## src/hdl/rqps_pkg.sv

```systemverilog
// Shared types and constants for the ready queue with priority select.
package rqps_pkg;

   // Queue geometry
   localparam int QUEUE_DEPTH = 16;
   localparam int ADDR_W      = (QUEUE_DEPTH > 1) ? $clog2(QUEUE_DEPTH) : 1;
   localparam int CNT_W       = $clog2(QUEUE_DEPTH + 1);

   // Field widths
   localparam int KIND_W = 2;
   localparam int ID_W   = 8;
   localparam int PRI_W  = 8;
   localparam int STAT_W = 2;
   localparam int OCC_W  = 5;

   // Operation codes; the fourth code is a no-op
   typedef enum logic [KIND_W-1:0] {
      KIND_ENQ = 2'd0,
      KIND_DEQ = 2'd1,
      KIND_REM = 2'd2
   } kind_type;

   typedef enum logic [STAT_W-1:0] {
      ST_DONE     = 2'd0,
      ST_FULL     = 2'd1,
      ST_EMPTY    = 2'd2,
      ST_NOTFOUND = 2'd3
   } status_type;

   typedef enum logic [1:0] {
      SEQ_IDLE,
      SEQ_SCAN,
      SEQ_PACK,
      SEQ_FINISH
   } seq_state_type;

   // One stored entry
   typedef struct packed {
      logic [ID_W-1:0]  id;
      logic [PRI_W-1:0] pri;
   } entry_type;

   localparam int ENTRY_W = $bits(entry_type);

   // Request as seen by the sequencer
   typedef struct packed {
      logic [KIND_W-1:0] kind;
      logic [ID_W-1:0]   task_id;
      logic [PRI_W-1:0]  task_priority;
   } req_type;

   // Result handed from the sequencer to the output register
   typedef struct packed {
      logic [ID_W-1:0]   out_id;
      logic [PRI_W-1:0]  out_priority;
      logic [STAT_W-1:0] status;
      logic [OCC_W-1:0]  occupancy;
   } rsp_type;

endpackage

```

## src/hdl/rqps_req_if.sv

```systemverilog
// Request channel interface: valid/ready plus operation fields.
interface rqps_req_if import rqps_pkg::*; ();
   logic              valid;
   logic              ready;
   logic [KIND_W-1:0] kind;
   logic [ID_W-1:0]   task_id;
   logic [PRI_W-1:0]  task_priority;

   modport source (output valid, output kind, output task_id, output task_priority,
                   input ready);
   modport sink   (input valid, input kind, input task_id, input task_priority,
                   output ready);
endinterface

```

## src/hdl/rqps_rsp_if.sv

```systemverilog
// Response channel interface: valid/ready plus result fields.
interface rqps_rsp_if import rqps_pkg::*; ();
   logic              valid;
   logic              ready;
   logic [ID_W-1:0]   out_id;
   logic [PRI_W-1:0]  out_priority;
   logic [STAT_W-1:0] status;
   logic [OCC_W-1:0]  occupancy;

   modport source (output valid, output out_id, output out_priority, output status,
                   output occupancy, input ready);
   modport sink   (input valid, input out_id, input out_priority, input status,
                   input occupancy, output ready);
endinterface

```

## src/hdl/rqps_ram.sv

```systemverilog
// Simple dual-port synchronous RAM, one write and one registered read port.
module rqps_ram #(
   parameter int WIDTH = 16,
   parameter int DEPTH = 16,
   parameter int AW    = (DEPTH > 1) ? $clog2(DEPTH) : 1
) (
   input  logic             clock,
   input  logic             wr_en,
   input  logic [AW-1:0]    wr_addr,
   input  logic [WIDTH-1:0] wr_data,
   input  logic             rd_en,
   input  logic [AW-1:0]    rd_addr,
   output logic [WIDTH-1:0] rd_data
);

   logic [WIDTH-1:0] mem [DEPTH];
   logic [WIDTH-1:0] rd_data_ff;

   always_ff @(posedge clock) begin
      if (wr_en) begin
         mem[wr_addr] <= wr_data;
      end
   end

   always_ff @(posedge clock) begin
      if (rd_en) begin
         rd_data_ff <= mem[rd_addr];
      end
   end

   assign rd_data = rd_data_ff;

endmodule

```

## src/hdl/rqps_seq.sv

```systemverilog
// Queue sequencer: owns the entry RAM, runs the min-priority scan and the compaction pass.
module rqps_seq import rqps_pkg::*; (
   input  logic    clock,
   input  logic    reset,
   input  logic    fifo_mode,
   input  logic    start,
   input  req_type req,
   output logic    idle,
   output logic    res_valid,
   input  logic    res_take,
   output rsp_type res
);

   seq_state_type     state_ff, state_in;
   logic [CNT_W-1:0]  count_ff, count_in;
   logic [KIND_W-1:0] kind_ff, kind_in;
   logic [ID_W-1:0]   id_ff, id_in;
   logic [CNT_W-1:0]  rd_idx_ff, rd_idx_in;
   logic              rd_vld_ff, rd_vld_in;
   logic [ADDR_W-1:0] dat_idx_ff, dat_idx_in;
   logic [ADDR_W-1:0] best_idx_ff, best_idx_in;
   logic [PRI_W-1:0]  best_pri_ff, best_pri_in;
   logic [CNT_W-1:0]  keep_ff, keep_in;
   logic [ID_W-1:0]   got_id_ff, got_id_in;
   logic [PRI_W-1:0]  got_pri_ff, got_pri_in;
   status_type        status_ff, status_in;

   logic              ram_we;
   logic [ADDR_W-1:0] ram_waddr;
   entry_type         ram_wdata;
   logic              ram_re;
   logic [ADDR_W-1:0] ram_raddr;
   entry_type         ram_q;
   logic              pass_end;
   logic              drop;

   rqps_ram #(
      .WIDTH (ENTRY_W),
      .DEPTH (QUEUE_DEPTH),
      .AW    (ADDR_W)
   ) u_ram (
      .clock   (clock),
      .wr_en   (ram_we),
      .wr_addr (ram_waddr),
      .wr_data (ram_wdata),
      .rd_en   (ram_re),
      .rd_addr (ram_raddr),
      .rd_data (ram_q)
   );

   // Control state
   always_ff @(posedge clock) begin
      if (reset) begin
         state_ff  <= SEQ_IDLE;
         count_ff  <= '0;
         rd_vld_ff <= 1'b0;
      end else begin
         state_ff  <= state_in;
         count_ff  <= count_in;
         rd_vld_ff <= rd_vld_in;
      end
   end

   // Working registers
   always_ff @(posedge clock) begin
      kind_ff     <= kind_in;
      id_ff       <= id_in;
      rd_idx_ff   <= rd_idx_in;
      dat_idx_ff  <= dat_idx_in;
      best_idx_ff <= best_idx_in;
      best_pri_ff <= best_pri_in;
      keep_ff     <= keep_in;
      got_id_ff   <= got_id_in;
      got_pri_ff  <= got_pri_in;
      status_ff   <= status_in;
   end

   // Pass is over once the read index reaches the count and the last read data was consumed
   assign pass_end = (rd_idx_ff == count_ff) && !rd_vld_ff;

   // Next state, RAM control
   always_comb begin
      state_in    = state_ff;
      count_in    = count_ff;
      kind_in     = kind_ff;
      id_in       = id_ff;
      rd_idx_in   = rd_idx_ff;
      rd_vld_in   = 1'b0;
      dat_idx_in  = dat_idx_ff;
      best_idx_in = best_idx_ff;
      best_pri_in = best_pri_ff;
      keep_in     = keep_ff;
      got_id_in   = got_id_ff;
      got_pri_in  = got_pri_ff;
      status_in   = status_ff;
      ram_we      = 1'b0;
      ram_waddr   = keep_ff[ADDR_W-1:0];
      ram_wdata   = ram_q;
      ram_re      = 1'b0;
      ram_raddr   = rd_idx_ff[ADDR_W-1:0];
      drop        = 1'b0;
      idle        = 1'b0;
      res_valid   = 1'b0;

      case (state_ff)
         SEQ_IDLE: begin
            idle = 1'b1;
            if (start) begin
               kind_in     = req.kind;
               id_in       = req.task_id;
               got_id_in   = '0;
               got_pri_in  = '0;
               status_in   = ST_DONE;
               rd_idx_in   = '0;
               keep_in     = '0;
               best_idx_in = '0;
               case (req.kind)
                  KIND_ENQ: begin
                     if (count_ff == CNT_W'(QUEUE_DEPTH)) begin
                        status_in = ST_FULL;
                     end else begin
                        ram_we        = 1'b1;
                        ram_waddr     = count_ff[ADDR_W-1:0];
                        ram_wdata.id  = req.task_id;
                        ram_wdata.pri = req.task_priority;
                        count_in      = count_ff + 1'b1;
                     end
                     state_in = SEQ_FINISH;
                  end
                  KIND_DEQ: begin
                     if (count_ff == '0) begin
                        status_in = ST_EMPTY;
                        state_in  = SEQ_FINISH;
                     end else if (fifo_mode) begin
                        state_in = SEQ_PACK;
                     end else begin
                        state_in = SEQ_SCAN;
                     end
                  end
                  KIND_REM: begin
                     state_in = SEQ_PACK;
                  end
                  default: begin
                     state_in = SEQ_FINISH;
                  end
               endcase
            end
         end

         // Walk all entries, keep the first one with the smallest priority
         SEQ_SCAN: begin
            if (rd_idx_ff != count_ff) begin
               ram_re     = 1'b1;
               rd_vld_in  = 1'b1;
               dat_idx_in = rd_idx_ff[ADDR_W-1:0];
               rd_idx_in  = rd_idx_ff + 1'b1;
            end
            if (rd_vld_ff) begin
               if ((dat_idx_ff == '0) || (ram_q.pri < best_pri_ff)) begin
                  best_idx_in = dat_idx_ff;
                  best_pri_in = ram_q.pri;
               end
            end
            if (pass_end) begin
               rd_idx_in = CNT_W'(best_idx_ff);
               keep_in   = CNT_W'(best_idx_ff);
               state_in  = SEQ_PACK;
            end
         end

         // Read entry i, write it back at the keep slot unless it is dropped
         SEQ_PACK: begin
            if (rd_idx_ff != count_ff) begin
               ram_re     = 1'b1;
               rd_vld_in  = 1'b1;
               dat_idx_in = rd_idx_ff[ADDR_W-1:0];
               rd_idx_in  = rd_idx_ff + 1'b1;
            end
            if (rd_vld_ff) begin
               if (kind_ff == KIND_DEQ) begin
                  drop = (dat_idx_ff == best_idx_ff);
               end else begin
                  drop = (ram_q.id == id_ff);
               end
               if (drop) begin
                  if (kind_ff == KIND_DEQ) begin
                     got_id_in  = ram_q.id;
                     got_pri_in = ram_q.pri;
                  end
               end else begin
                  ram_we  = 1'b1;
                  keep_in = keep_ff + 1'b1;
               end
            end
            if (pass_end) begin
               count_in = keep_ff;
               if ((kind_ff == KIND_REM) && (keep_ff == count_ff)) begin
                  status_in = ST_NOTFOUND;
               end
               state_in = SEQ_FINISH;
            end
         end

         SEQ_FINISH: begin
            res_valid = 1'b1;
            if (res_take) begin
               state_in = SEQ_IDLE;
            end
         end

         default: begin
            state_in = SEQ_IDLE;
         end
      endcase
   end

   // Result fields
   assign res.out_id       = got_id_ff;
   assign res.out_priority = got_pri_ff;
   assign res.status       = status_ff;
   assign res.occupancy    = OCC_W'(count_ff);

endmodule

```

## src/hdl/ready_queue_priority_select.sv

```systemverilog
// Top level of the ready queue with priority select.
//
// Channels: req_chan takes one request (enqueue, dequeue or remove by handle)
// on a valid/ready handshake; rsp_chan returns exactly one response per
// request, in order, carrying the dequeued handle and priority, a status
// code and the occupancy after the operation. csr_wr_en/csr_wr_data write
// the fifo_mode bit (1: oldest first, 0: smallest priority first).
//
// Entries live in a 16-deep synchronous RAM, so most operations are a walk:
//   enqueue, no-op, full or empty cases : answered straight from idle
//   remove                              : one compaction pass
//   dequeue, oldest first               : one compaction pass
//   dequeue, smallest priority          : priority scan, then compaction pass
// All walks share the single RAM read port (one entry read per cycle for the
// priority scan and again for the compaction pass). One request is in
// work at a time; req ready is high only while the sequencer is idle.
// The response sits in an output register, so a new request is taken
// while an earlier response waits; a stalled receiver holds the next
// finished result in the sequencer. Reset empties the queue, clears
// fifo_mode and drops any pending response.
module ready_queue_priority_select import rqps_pkg::*; (
   input  logic clock,
   input  logic reset,
   rqps_req_if.sink   req_chan,
   rqps_rsp_if.source rsp_chan,
   input  logic csr_wr_en,
   input  logic csr_wr_data
);

   logic    fifo_mode_ff, fifo_mode_in;
   logic    rsp_valid_ff, rsp_valid_in;
   rsp_type rsp_data_ff, rsp_data_in;
   logic    seq_idle;
   logic    seq_res_valid;
   logic    res_take;
   logic    start;
   req_type req;
   rsp_type seq_res;

   // Request decode
   assign req.kind          = req_chan.kind;
   assign req.task_id       = req_chan.task_id;
   assign req.task_priority = req_chan.task_priority;
   assign req_chan.ready    = seq_idle;
   assign start             = req_chan.valid && seq_idle;

   rqps_seq u_seq (
      .clock     (clock),
      .reset     (reset),
      .fifo_mode (fifo_mode_ff),
      .start     (start),
      .req       (req),
      .idle      (seq_idle),
      .res_valid (seq_res_valid),
      .res_take  (res_take),
      .res       (seq_res)
   );

   // Mode register
   assign fifo_mode_in = csr_wr_en ? csr_wr_data : fifo_mode_ff;

   // Output register: loads when empty or being drained
   assign res_take = !rsp_valid_ff || rsp_chan.ready;

   always_comb begin
      rsp_valid_in = rsp_valid_ff;
      rsp_data_in  = rsp_data_ff;
      if (res_take) begin
         rsp_valid_in = seq_res_valid;
         if (seq_res_valid) begin
            rsp_data_in = seq_res;
         end
      end
   end

   always_ff @(posedge clock) begin
      if (reset) begin
         fifo_mode_ff <= 1'b0;
         rsp_valid_ff <= 1'b0;
      end else begin
         fifo_mode_ff <= fifo_mode_in;
         rsp_valid_ff <= rsp_valid_in;
      end
   end

   always_ff @(posedge clock) begin
      rsp_data_ff <= rsp_data_in;
   end

   assign rsp_chan.valid        = rsp_valid_ff;
   assign rsp_chan.out_id       = rsp_data_ff.out_id;
   assign rsp_chan.out_priority = rsp_data_ff.out_priority;
   assign rsp_chan.status       = rsp_data_ff.status;
   assign rsp_chan.occupancy    = rsp_data_ff.occupancy;

endmodule

```

## src/flat_wrapper.sv

```systemverilog
// flat-port wrapper written by rule: the top's interface ports become plain ports
module ready_queue_priority_select_flat import rqps_pkg::*;
  (clock, reset, csr_wr_en, csr_wr_data, req_chan_valid, req_chan_kind, req_chan_task_id, req_chan_task_priority, req_chan_ready, rsp_chan_valid, rsp_chan_out_id, rsp_chan_out_priority, rsp_chan_status, rsp_chan_occupancy, rsp_chan_ready);
  rqps_req_if req_chan_i ();
  rqps_rsp_if rsp_chan_i ();
  input  logic clock;
  input  logic reset;
  input  logic csr_wr_en;
  input  logic csr_wr_data;
  input wire logic [$bits(req_chan_i.valid)-1:0] req_chan_valid;
  input wire logic [$bits(req_chan_i.kind)-1:0] req_chan_kind;
  input wire logic [$bits(req_chan_i.task_id)-1:0] req_chan_task_id;
  input wire logic [$bits(req_chan_i.task_priority)-1:0] req_chan_task_priority;
  output wire logic [$bits(req_chan_i.ready)-1:0] req_chan_ready;
  output wire logic [$bits(rsp_chan_i.valid)-1:0] rsp_chan_valid;
  output wire logic [$bits(rsp_chan_i.out_id)-1:0] rsp_chan_out_id;
  output wire logic [$bits(rsp_chan_i.out_priority)-1:0] rsp_chan_out_priority;
  output wire logic [$bits(rsp_chan_i.status)-1:0] rsp_chan_status;
  output wire logic [$bits(rsp_chan_i.occupancy)-1:0] rsp_chan_occupancy;
  input wire logic [$bits(rsp_chan_i.ready)-1:0] rsp_chan_ready;
  assign req_chan_i.valid = req_chan_valid;
  assign req_chan_i.kind = req_chan_kind;
  assign req_chan_i.task_id = req_chan_task_id;
  assign req_chan_i.task_priority = req_chan_task_priority;
  assign req_chan_ready = req_chan_i.ready;
  assign rsp_chan_valid = rsp_chan_i.valid;
  assign rsp_chan_out_id = rsp_chan_i.out_id;
  assign rsp_chan_out_priority = rsp_chan_i.out_priority;
  assign rsp_chan_status = rsp_chan_i.status;
  assign rsp_chan_occupancy = rsp_chan_i.occupancy;
  assign rsp_chan_i.ready = rsp_chan_ready;
  ready_queue_priority_select u_core (.clock(clock), .reset(reset), .req_chan(req_chan_i), .rsp_chan(rsp_chan_i), .csr_wr_en(csr_wr_en), .csr_wr_data(csr_wr_data));
endmodule
```

## config.mk

```make
export PLATFORM = sky130hd
export DESIGN_NAME = ready_queue_priority_select_flat
export DESIGN_NICKNAME = d
export VERILOG_FILES = /design/src/hdl/rqps_pkg.sv /design/src/hdl/rqps_req_if.sv /design/src/hdl/rqps_rsp_if.sv /design/src/hdl/rqps_ram.sv /design/src/hdl/rqps_seq.sv /design/src/hdl/ready_queue_priority_select.sv /design/src/flat_wrapper.sv
export SDC_FILE = /design/constraint.sdc
export NUM_CORES = 1
export LEC_CHECK = 0
export BUFFER_PORTS_ARGS = -buffer_cell sky130_fd_sc_hd__buf_2
export CAP_MARGIN = 10
export CORE_MARGIN = 3
export CORE_UTILIZATION = 50
export CTS_CLUSTER_DIAMETER = 100
export DETAILED_ROUTE_END_ITERATION = 6
export PLACE_DENSITY = 0.74
export SYNTH_ARGS = -nofsm -noshare
export SYNTH_HDL_FRONTEND = slang
export SYNTH_SLANG_ARGS = --single-unit
```

## constraint.sdc

```tcl
create_clock -name clock -period 4 [get_ports clock]
set_input_delay 0.4 -clock clock [delete_from_list [all_inputs] [get_ports clock]]
set_output_delay 0.4 -clock clock [all_outputs]
set_load 0.03 [all_outputs]
```

==> key figures <==
Hold path
  – Min-delay worst type: in -> reg

Drt
  – DRC marker count from the first detailed-route iteration: 807
  – Post-route DRC violation count: 0
  – Total number of vias: 8267
  – Wire length per cell after detailed routing: 23.0 µm
  – Number of vias per cell: 6.04
  – Antenna Nets Post-Route: 0
  – Total length of routed wires: 31400 µm
  – Number of optimization iterations in the first detailed-route pass: 7

Timing
  – Post-layout min period: 3.24 ns
  – Final hold vios: 0
  – Setup repair after global routing missed its margin: false
  – Setup clock skew after layout: 0.0182 ns
  – Final setup margin: 0.765 ns
  – Peak clock frequency supported by timing: 309 MHz
  – Total setup violations reported at the end of the flow: 0
  – Share of the clock period used by the worst path after layout: 80.9%
  – Final setup TNS: 0 ns
  – Rel. slew slack: 24.5%
  – Worst hold slack: 0.0898 ns
  – Transition at the pin with the smallest max-transition slack: 1.13 ns
  – Total count of max-transition violations in the final report: 0

Logic synthesis
  – Synthesized net count: 939
  – Cell taking the most area after synthesis: edfxtp_1
  – Synthesis warning total: 0
  – Mux contribution to synthesized area: 10.7%
  – Flip-flop and latch count after synthesis: 359
  – Portion of the post-synthesis area used by sequential elements: 72.0%
  – Synth top area share: 70.6%
  – Post-synthesis share of cell area spent on and, or, nand and nor gates: 5.20%
  – Async S/R FF share, synth: 0%
  – Cell count after synthesis: 897
  – Main combinational cell family by area after synthesis: multiplexers
  – Leading post-synthesis cells by cell area: edfxtp_1 (71%), mux4_2 (4.9%), mux2i_1 (3.4%)
  – Parity-gate share of the synthesized area counting xor and xnor cells: 1.75%
  – Area share of fa/ha/maj cells after synthesis: 1.52%
  – Post-synthesis average cell area: 16.5 µm²
  – Number of flops mapped to enable cells by yosys: 349
  – Synthesized-area fraction occupied by ao, oa, aoi and oai cells: 6.84%
  – Primary flip-flop cell chosen by synthesis mapping: edfxtp_1
  – Number of different library cells in the post-synthesis netlist: 57
  – Post-synth design cell area: 0.0148 mm²

Placement
  – Port-buffer cells: 48
  – Final HPWL from detailed placement: 20100 µm
  – Routability-driven placement congestion ratio: 0.868
  – Pre-CTS setup slack: 0.853 ns

Global routing
  – Via count of the first global-routing pass: 8134
  – Aggregate global routing overflow: 0
  – Pin count of the biggest net entering global routing: 104
  – Global-route wire length before repair: 47700 µm
  – Antenna violations before repair: 0
  – Global-route total usage across every layer: 19.9%

Clocking
  – Clock insertion delay at the later pin of the skew report: 0.51 ns
  – Clock tree buffer depth: 3
  – Total number of H-tree levels: 2
  – Post-CTS setup-driven buffer insertion count: 0
  – Post-cts gate resize count: 0
  – TritonCTS clock tree: done
  – Clock Pin Slew Worst Setup and Hold Paths: 0.06 ns
  – Number of CTS-inserted buffers: 36
  – TritonCTS sink count: 359
  – Hold-fix buffers at CTS: 0
  – Root buffer selected by CTS: clkbuf_16

Worst setup path
  – Required arrival time at the worst endpoint: 4.13 ns
  – Critical Path AT: 3.36 ns
  – Highest fanout seen on the critical path: 16
  – Element type at the critical path end: register
  – Type of element launching the critical path: register
  – Critical path type: reg -> reg

Floorplanning
  – Die width: 178 µm
  – IO Count: 49
  – Area of the die: 0.0318 mm²
  – Vertical extent of the die: 178 µm
  – Core box area: 0.0290 mm²
  – Initial standard-cell utilization of the core: 51.2%
  – Row count: 62

Layout
  – Filler cell count: 2142
  – Number of diodes: 0
  – Net total in the final layout: 1001
  – Area Growth Syn to Fin: 12.2%
  – Proportion of layout cells with a drive suffix above 1: 21.0%

Job
  – Number of max-cap violations: 0

Power and ir drop
  – Static leakage: 5.56 nW
  – Max VDD drop: 0.322 mV
  – PD cells: 730 mW/mm²

Run status
  – Outcome: finished clean
through the flow:
stage,power [mW],util [%],instance area (µm²),std cells
floorplan,7.95,-,14800,897
global placement,9.01,53.7,15600,1305
detailed placement,9.10,53.7,15600,1305
CTS,12.2,57.4,16600,1369
global route,12.7,57.4,16600,1369
finish,12.1,57.4,16600,1369
path summary, 6_finish.rpt:
kind                                               end                                      from  slack [ns]  cells past startpoint
max             u_core.u_seq.u_ram.mem[7][7]$_DFFE_PP_     u_core.u_seq.count_ff[0]$_SDFFE_PP0P_        0.76                      8
max reg2reg     u_core.u_seq.u_ram.mem[7][7]$_DFFE_PP_     u_core.u_seq.count_ff[0]$_SDFFE_PP0P_        0.76                      8
min                    u_core.u_seq.id_ff[0]$_DFFE_PP_                       req_chan_task_id[0]        0.09                      1
min reg2reg  u_core.rsp_chan.out_priority[0]$_DFFE_PP_  u_core.u_seq.got_pri_ff[0]$_SDFFCE_PN0P_        0.42                      0
synthesized netlist by cell type, drive strengths merged (2+ instances only):
cell / number
a221oi: 16
a31oi: 6
nor3: 9
nand4: 4
o22ai: 4
nor2: 35
or2: 2
xor2: 21
edfxtp: 349
xnor2: 7
ha: 18
nand3b: 2
o31ai: 2
a211oi: 7
nand2b: 3
o21a: 2
a21oi: 45
nor4b: 2
clkbuf: 25
nor4: 5
nor2b: 7
nand3: 15
and2: 22
mux2: 33
buf: 22
dfxtp: 10
mux4: 32
a22oi: 24
a21o: 3
o21ai: 44
mux2i: 50
inv: 20
nand2: 36
cell usage in the layout (no fill, tap or decap), types with 27 or more instances in the layout:
master	instances
buf_2	48
o21ai_0	44
clkbuf_16	36
nor2_1	27
mux4_2	32
mux2i_1	50
nand2_1	36
edfxtp_1	349
mux2_2	31
a21oi_1	37
power by group:
part	switching [mW]	total (mW)	internal, mW
clock network	1.34	3.07	1.73
registers	0.358	5.53	5.17
logic	2.33	3.55	1.21
worst max-delay path, stage by stage (launching register included):
cell and delay, ns:
dfxtp_1 0.44, inv_1 0.19, ha_1 0.18, nor4bb_1 0.39, buf_4 0.22, o211ai_1 0.15
a211oi_1 0.20, a21oi_1 0.22, nor2_2 0.84
metal layers:
| metal | GRT usage, % | vias up | share of wire, % |
|---|---|---|---|
| met1 | 28.2 | 4136 | 42 |
| met2 | 31.2 | 419 | 46 |
| met5 | 0 | - | 0 |
| li1 | - | 3650 | - |
| met4 | 7.21 | 0 | 3.4 |
| met3 | 3.64 | 62 | 9.0 |
final cells by class:
type                       instances  area [µm²]  share of cell area, %
clock buffer                      43         927                   5.57
clock inverter                    21         139                  0.834
inverter                          20        75.1                  0.451
multi-input combinational        471        3920                   23.5
sequential                       359       10700                   64.2
tap                              384         480                   2.89
timing repair buffer              71         425                   2.56
logic make-up (layout without fill, tap and decap cells):
logic type,Yosys count,after routing
buffers and inverters,67,155
adders and majority gates,18,18
DFF,359,359
muxes,115,115
and+or+nand+nor,149,149
AOI/OAI and AO/OA,161,161
xor gates and xnor gates,28,28
state kept, by name (all words and copies together), names as in the netlist, 8 cells and up:
register,cells
u_core.rsp_chan.out_id,8
u_core.rsp_chan.out_priority,8
u_core.u_seq.best_pri_ff,8
u_core.u_seq.got_id_ff,8
u_core.u_seq.got_pri_ff,8
u_core.u_seq.id_ff,8
u_core.u_seq.u_ram.mem,256
u_core.u_seq.u_ram.rd_data,16
Power figures use the tool's default switching activity.
